<file path="src/hw/rtl/dcf_pkg.sv">
// Shared types and constants for the deadband change filter.
// Holds the per-channel record layout, the input item layout and the
// configuration register map. No dependencies.
package dcf_pkg;

    // Store depth and its address width. The depth is a power of two, so the
    // channel field wraps into the store by dropping its upper bits.
    localparam int CHANNELS = 1024;
    localparam int IDX_W    = $clog2(CHANNELS);

    // Field widths fixed by the sample format.
    localparam int CH_W     = 10;
    localparam int TS_W     = 48;
    localparam int VAL_W    = 48;
    localparam int OTHER_W  = 32;
    localparam int QUAL_W   = 16;
    localparam int DB_W     = 47;
    localparam int IVL_W    = 32;

    // Stream payload widths; the data widths are padded to whole bytes.
    localparam int S_DATA_W = 160;
    localparam int S_USER_W = 2;
    localparam int M_DATA_W = 16;
    localparam int M_USER_W = 1;

    // Configuration port.
    localparam int CFG_IDX_W  = 2;
    localparam int CFG_DATA_W = DB_W;

    typedef enum logic [CFG_IDX_W-1:0] {
        CFG_ENABLE       = 2'd0,
        CFG_DEADBAND     = 2'd1,
        CFG_MIN_INTERVAL = 2'd2,
        CFG_MAX_INTERVAL = 2'd3
    } cfg_index_t;

    // Reset values of the configuration registers.
    localparam logic [IVL_W-1:0] MIN_INTERVAL_RST = 32'd250;
    localparam logic [IVL_W-1:0] MAX_INTERVAL_RST = 32'd60000;

    typedef struct packed {
        logic              enable;
        logic [DB_W-1:0]   deadband;
        logic [IVL_W-1:0]  min_interval;
        logic [IVL_W-1:0]  max_interval;
    } cfg_t;

    // One sample as it arrives on the input stream.
    typedef struct packed {
        logic [CH_W-1:0]          channel;
        logic [TS_W-1:0]          timestamp;
        logic signed [VAL_W-1:0]  value;
        logic                     value_present;
        logic [OTHER_W-1:0]       other_code;
        logic [QUAL_W-1:0]        quality;
        logic                     quality_present;
    } item_t;

    // Stored record of the last kept sample of one channel.
    typedef struct packed {
        logic [TS_W-1:0]     last_time;
        logic [VAL_W-1:0]    last_value;
        logic                last_value_valid;
        logic [OTHER_W-1:0]  last_other;
        logic [QUAL_W-1:0]   last_quality;
        logic                last_quality_valid;
    } rec_t;

    // Store address of a channel.
    function automatic logic [IDX_W-1:0] chan_addr(input logic [CH_W-1:0] ch);
        chan_addr = IDX_W'(ch);
    endfunction

endpackage

</file>
<file path="src/hw/rtl/dcf_decide.sv">
// Keep/suppress decision for one sample against its channel's stored record.
// Purely combinational. Depends on dcf_pkg.
module dcf_decide
    import dcf_pkg::*;
(
    input  item_t item,
    input  rec_t  rec,
    input  cfg_t  cfg,
    output logic  keep
);

    logic signed [TS_W:0]  since;
    logic                  never;
    logic                  max_ok;
    logic                  min_ok;
    logic signed [VAL_W:0] vdiff;
    logic signed [VAL_W:0] db;
    logic                  beyond;
    logic                  changed;

    // Elapsed time as a signed difference; time going backwards is negative.
    assign since  = $signed({1'b0, item.timestamp}) - $signed({1'b0, rec.last_time});
    assign never  = (rec.last_time == '0);
    assign max_ok = never || (since >= $signed({{(TS_W + 1 - IVL_W){1'b0}}, cfg.max_interval}));
    assign min_ok = never || (since >= $signed({{(TS_W + 1 - IVL_W){1'b0}}, cfg.min_interval}));

    // The magnitude test is split into two compares against +deadband and -deadband.
    assign vdiff  = $signed({item.value[VAL_W-1], item.value})
                  - $signed({rec.last_value[VAL_W-1], rec.last_value});
    assign db     = $signed({{(VAL_W + 1 - DB_W){1'b0}}, cfg.deadband});
    assign beyond = (vdiff > db) || (vdiff < -db);

    // Quality first, then numeric value, then value presence, then the text digest.
    always_comb
    begin
        priority if ((item.quality_present != rec.last_quality_valid) ||
                     (item.quality_present && (item.quality != rec.last_quality)))
        begin
            changed = 1'b1;
        end
        else if (item.value_present && rec.last_value_valid)
        begin
            changed = beyond;
        end
        else if (item.value_present != rec.last_value_valid)
        begin
            changed = 1'b1;
        end
        else
        begin
            changed = (item.other_code != rec.last_other);
        end
    end

    assign keep = !cfg.enable || (changed && min_ok) || max_ok;

endmodule

</file>
<file path="config.mk">
export PLATFORM = sky130hd
export DESIGN_NAME = dcf_decide
export DESIGN_NICKNAME = d
export VERILOG_FILES = /design/src/hw/rtl/dcf_pkg.sv /design/src/hw/rtl/dcf_decide.sv
export SDC_FILE = /design/constraint.sdc
export NUM_CORES = 1
export LEC_CHECK = 0
export BUFFER_PORTS_ARGS = -buffer_cell sky130_fd_sc_hd__buf_2
export CORE_MARGIN = 3
export CORE_UTILIZATION = 45
export DETAILED_ROUTE_END_ITERATION = 10
export GPL_TIMING_DRIVEN = 0
export PLACE_DENSITY = 0.85
export SLEW_MARGIN = 0
export SYNTH_ARGS = -nofsm -noshare
export SYNTH_HDL_FRONTEND = slang
export SYNTH_SLANG_ARGS = --single-unit
</file>
<file path="constraint.sdc">
create_clock -name vclk -period 11.8
set_input_delay 2.36 -clock vclk [all_inputs]
set_output_delay 2.36 -clock vclk [all_outputs]
set_load 0.03 [all_outputs]
</file>
==> summary.md, run 1 <==
| Metric | Value |
|---|---|
| Status | `completed` |
| Mean Syn Cell Area | `6.87 µm²` |
| CP Class | `in2out` |
| Hold buffer count at cts | `0` |
| Final min period | `10.83 ns` |
| Max-Cap Viols | `0` |
| Die area | `26800 µm²` |
| Placed insts | `2359` |
| WL final | `40000 µm` |
| Hold WC Path Type | `in2out` |
| Setup Fix Bufs, Post-CTS | `0` |
| First-pass GRT wire length | `about 60000 µm` |
| Final Hold Viols | `0` |
| Worst EP required | `9.44 ns` |
| Chip Width | `approximately 160 µm` |
| Post-layout util | `55.9%` |
| Final Slew Violations | `0` |
| Maximum vdd drop | `between 0.03 and 0.04 mV` |
| YS warnings | `0` |
| Worst EP arrival | `between 8 and 9 ns` |
| Core area | `24400 µm²` |
| Antenna Cells | `0` |
| Synth-to-Final Area Change | `21.7%` |
| Final net count | `2708` |
| Seq/Total Area, Yosys | `0%` |
| Synthesized Nets | `2301` |
| Rows | `57` |
| # IOs | `415` |
| Largest cells by area after synthesis | `ha_1 28%, xnor2_1 9.0%, inv_1 7.7%` |
| Sequential share of power | `0%` |
| All-Layer GR Usage | `27.7%` |
| Post-route ant nets | `0` |
| Int Power | `0.000344 W` |
| Initial antenna violation count | `0` |
| Commonest cells in the netlist | `255 x ha_1, 229 x inv_1, 144 x a21oi_1` |
| Chip Height | `164 µm` |
| Combinational cell fraction of total power | `100.0%` |
| Critical-path maximum fanout | `4` |
| Setup TNS | `0 ns` |
| Clock Buffer Count | `0` |
| Count leader, synth | `ha_1` |
| Final setup violating endpoints | `0` |
| Endpoint class of the critical path | `output port` |
| DP Wirelength | `36200 µm` |
| Vias in the first global route | `about 13000` |
| Power, Total | `0.000795 W` |
| DR vias/cell | `5.63` |
| Seq Cell Count | `0` |
| Layout cells sized above 1 | `21.4%` |
| Power Density | `58.3 nW/µm²` |
| Largest net degree at the start of global routing | `11` |
| Via count | `13300` |
| Port Buffers | `405` |
| Power share of the clock group | `0%` |
| Starting density of the core | `45.9%` |
| Setup WS post-layout | `0.968 ns` |
| Residual DRC count | `0` |
| Yosys cell types | `between 70 and 80` |
| Fmax | `92.3 MHz` |
| Slew HR | `a little over a third` |
| Post-synth top area share | `28.5%` |
| Worst slew pin tran | `0.965 ns` |
| Number of fill cells | `approximately 2400` |
| Post-CTS sizing | `0` |
| Avg WL per Cell | `approximately 17 µm` |
| Syn Inst Count | `1630` |
| First-pass iteration count of the detailed router | `5` |
| RSZ-0062 raised after global routing | `false` |
| Register area | `0 µm²` |
| Final worst-path cycle share | `91.8%` |
| Non-Filler Instances | `2359` |
| Leakage | `approximately 7.3 nW` |
| CP startpoint kind | `input pin` |
| Grt ovf | `0` |
| Switching pwr | `roughly 0.00045 W` |
| Post-synth top area cell | `ha_1` |
| Net Sw Frac | `a little under three fifths` |
| Post-Place Setup Slack | `1.03 ns` |
| GPL Wtd Cong | `0.965` |
| Netlist Area Pre-Place | `~11000 µm²` |
| DRT iter0 DRCs | `between 800 and 900` |
## per-stage QoR
step / instance area, µm² / hold WS, ns
after CTS: 13600 / 5.32
after global placement: 13600 / 5.31
after floorplan: 11200 / 5.05
after global routing: 13600 / 5.36
final: 13600 / 5.34
after detailed placement: 13600 / 5.31
## worst max-delay path: stages
cell and delay (ns):
buf_2 0.09, inv_1 0.07, ha_1 0.33, a21oi_1 0.25, a2111oi_0 0.13, or2_2 0.34
nor2b_1 0.25, o21bai_1 0.09, a21oi_1 0.25, o21ai_0 0.33, a31o_2 0.33, a21oi_1 0.23
o21ai_0 0.15, xor2_1 0.25, ha_1 0.29, nand3_1 0.08, or2_2 0.13, nor4_1 0.09
nand3_1 0.16, o2111ai_1 0.12, or4_1 0.55, a2111oi_4 0.23, nand4_1 0.16, or4_1 0.53
a2111oi_2 0.39, a21oi_1 0.09, buf_2 0.20
## worst paths after layout
| kind | startpoint | to | slack, ns | depth (start not counted) |
|---|---|---|---|---|
| min | cfg[111] | keep | 5.34 | 5 |
| max | rec[100] | keep | 0.97 | 27 |
## cell usage in the layout, fill, tap and decap left out, drive strengths merged, types with 35 or more instances in the layout
cell type	count
nand2	104
ha	255
nand4	67
inv	229
a21oi	145
xor2	48
buf	411
nor2	97
o21ai	85
a21o	73
xnor2	115
nor4	35
nand3	43
## cell type report
class	count	area, µm²	share of cell area, %
timing repair buffer	405	2030	14.9
tap	324	405	2.97
multi-input combinational	1366	10200	74.7
inverter	229	860	6.30
buffer	35	158	1.16
## logic make-up after synthesis
family / synth area share [%]
buf+inv: 9.08
compound gates: 26.5
xor+xnor: 12.7
mux: 0.179
fa+ha+maj: 28.9
simple gates: 22.5
## power groups by stage
stage | sequential (W) | clock [W] | combinational, W
2_1_floorplan | 0 | 0 | 0.000541
3_3_place_gp | 0 | 0 | 0.000759
3_5_place_dp | 0 | 0 | 0.000780
4_1_cts | 0 | 0 | 0.000787
5_1_grt | 0 | 0 | 0.000892
6_report | 0 | 0 | 0.000795
## per-layer routing
layer	global-route usage (%)	vias to the layer above	part of all wire, %
li1	-	6693	-
met1	32.2	5939	40
met2	52.1	562	49
met3	2.72	85	7.2
met4	10.1	0	4.1
met5	0	-	0
No activity file was read; power rests on OpenSTA's default activity.
==> inputs of run 2 (changes only) <==
--- a/config.mk
+++ b/config.mk
@@ -6,6 +6,7 @@
 export NUM_CORES = 1
 export LEC_CHECK = 0
 export BUFFER_PORTS_ARGS = -buffer_cell sky130_fd_sc_hd__buf_2
+export CORE_ASPECT_RATIO = 0.5
 export CORE_MARGIN = 3
 export CORE_UTILIZATION = 45
 export DETAILED_ROUTE_END_ITERATION = 10
==> run 2 against run 1 <==
Net effect: cell count grew 0.64%; worst setup slack gained 0.0057 ns; power shrank 1.3%; critical path type unchanged; non-clock buffer count is the same; fmax is essentially flat; via count shrank 0.74%; first-iteration DRC count grew 8.6%; critical path depth is the same.
==> summary.md, run 2 (same netlist as run 1, synthesis figures left out) <==
| Metric | Value |
|---|---|
| Status | `completed` |
| Final setup violating endpoints | `0 (unchanged)` |
| CP startpoint kind | `input pin` |
| Final min period | `10.83 ns (-0.00569 ns)` |
| Worst slew pin tran | `0.889 ns (-0.0761 ns)` |
| Gr busiest metal | `met2` |
| Commonest non-fill, non-tap cell in the layout | `buf_2` |
| Die area | `26900 µm² (+0.43%)` |
| Met3 track demand over resource | `2.47% (-0.26 points)` |
| DRT iter0 DRCs | `919 (+8.6%)` |
| First-pass iteration count of the detailed router | `5 (unchanged)` |
| Leakage | `7.27 nW (about the same)` |
| Slew HR | `40.2% (+5.1 points)` |
| Setup Fix Bufs, Post-CTS | `0 (unchanged)` |
| Final Slew Violations | `0 (unchanged)` |
| Chip Width | `229 µm (+40%)` |
| Synth-to-Final Area Change | `21.9%` |
| Largest net degree at the start of global routing | `11 (unchanged)` |
| Critical-path maximum fanout | `4 (unchanged)` |
| Worst EP required | `9.44 ns (about the same)` |
| Non-Filler Instances | `2374 (+0.64%)` |
| First-pass GRT wire length | `61700 µm (+1.2%)` |
| GPL Wtd Cong | `1.04 (+8.1%)` |
| Maximum vdd drop | `0.0363 mV (+14%)` |
| Initial antenna violation count | `3 (+3)` |
| Setup TNS | `0 ns (unchanged)` |
| All-Layer GR Usage | `27.2% (-0.46 points)` |
| Chip Height | `118 µm (-28%)` |
| Hold WC Path Type | `in2out` |
| Power Density | `57.4 nW/µm² (-1.5%)` |
| Seq Cell Count | `0 (unchanged)` |
| Setup WS post-layout | `0.974 ns (+0.00569 ns)` |
| Grt ovf | `0 (unchanged)` |
| Global routing met1 resource utilization | `35.7% (+3.5 points)` |
| Endpoint class of the critical path | `output port` |
| Hold buffer count at cts | `0 (unchanged)` |
| Fmax | `92.4 MHz (about the same)` |
| Via count | `13200 (-0.74%)` |
| Vias in the first global route | `12400 (-3.2%)` |
| M2 GR Usage | `47.7% (-4.5 points)` |
| Port Buffers | `405 (unchanged)` |
| DR vias/cell | `5.55 (-1.4%)` |
| Final worst-path cycle share | `91.7% (about the same)` |
| Clock Buffer Count | `0 (unchanged)` |
| # IOs | `415 (unchanged)` |
| Post-Place Setup Slack | `1.18 ns (+0.150 ns)` |
| Placed insts | `2371 (+0.51%)` |
| Layout cells sized above 1 | `21.4% (unchanged)` |
| WL final | `39100 µm (-2.1%)` |
| Post-layout util | `56.4% (+0.48 points)` |
| WHS Path Cells | `5 (unchanged)` |
| Post-CTS sizing | `0 (unchanged)` |
| Register area | `0 µm² (unchanged)` |
| Most frequent cells in the layout | `408 x buf_2, 255 x ha_1, 229 x inv_1` |
| Power, Total | `0.000784 W (-1.3%)` |
| Rows | `40 (-30%)` |
| Starting density of the core | `46.3% (+0.32 points)` |
| DP Wirelength | `35200 µm (-2.6%)` |
| CP Class | `in2out` |
| Final Hold Viols | `0 (unchanged)` |
| Avg WL per Cell | `16.5 µm (-2.7%)` |
| Residual DRC count | `0 (unchanged)` |
| Worst EP arrival | `8.47 ns (about the same)` |
| Post-route ant nets | `0 (unchanged)` |
| RSZ-0062 raised after global routing | `false` |
| Final net count | `2708 (unchanged)` |
| Core area | `24200 µm² (-0.69%)` |
| Max-Cap Viols | `0 (unchanged)` |
[run 2: report_power, final]
part                 total (W)      internal, W  leakage (nW)  switching, W
registers                    0                0             0             0
clock network  0.0000000000341  0.0000000000341     0.0000190             0
logic                 0.000784         0.000344          7.27      0.000440
total                 0.000784         0.000344          7.27      0.000440
[run 2: per-layer routing]
metal / vias to the layer above / wire length [µm] / part of all wire, %
met5: - / 0 / 0
met4: 0 / 1290 / 3.3
met3: 75 / 2340 / 6.0
met2: 433 / 18400 / 47
met1: 5962 / 17100 / 44
li1: 6711 / - / -
[run 2: worst paths after layout]
kind | end | slack [ns] | from
worst max-delay path | keep | 0.97 | rec[100]
worst min-delay path | keep | 5.32 | cfg[111]
[run 2: metrics by stage]
stage                     cell area [µm²]  hold WS (ns)
after CTS                           13700          5.30
after global placement              13700          5.30
final                               13700          5.32
after detailed placement            13700          5.30
after global routing                13700          5.33
after floorplan                     11200          5.05
[run 2: area by class of cell]
| class | instances | area (µm²) |
|---|---|---|
| Antenna cell | 3 | 7.51 |
| Tap cell | 336 | 420 |
| Fill cell | 2405 | 10600 |
| Multi-Input combinational cell | 1366 | 10200 |
| Buffer | 35 | 158 |
| Timing Repair Buffer | 405 | 2030 |
| Inverter | 229 | 860 |
[run 2: worst max-delay path, stage by stage]
cell	delay, ns
buf_2	0.12
inv_1	0.05
ha_1	0.32
a21oi_1	0.21
a2111oi_0	0.13
or2_2	0.36
nor2b_1	0.25
o21bai_1	0.09
a21oi_1	0.30
o21ai_0	0.32
a31o_2	0.32
a21oi_1	0.27
o21ai_0	0.16
xor2_1	0.23
ha_1	0.28
nand3_1	0.12
or2_2	0.15
nor4_1	0.10
nand3_1	0.17
o2111ai_1	0.13
or4_1	0.55
a2111oi_4	0.22
nand4_1	0.14
or4_1	0.53
a2111oi_2	0.31
a21oi_1	0.07
buf_2	0.20
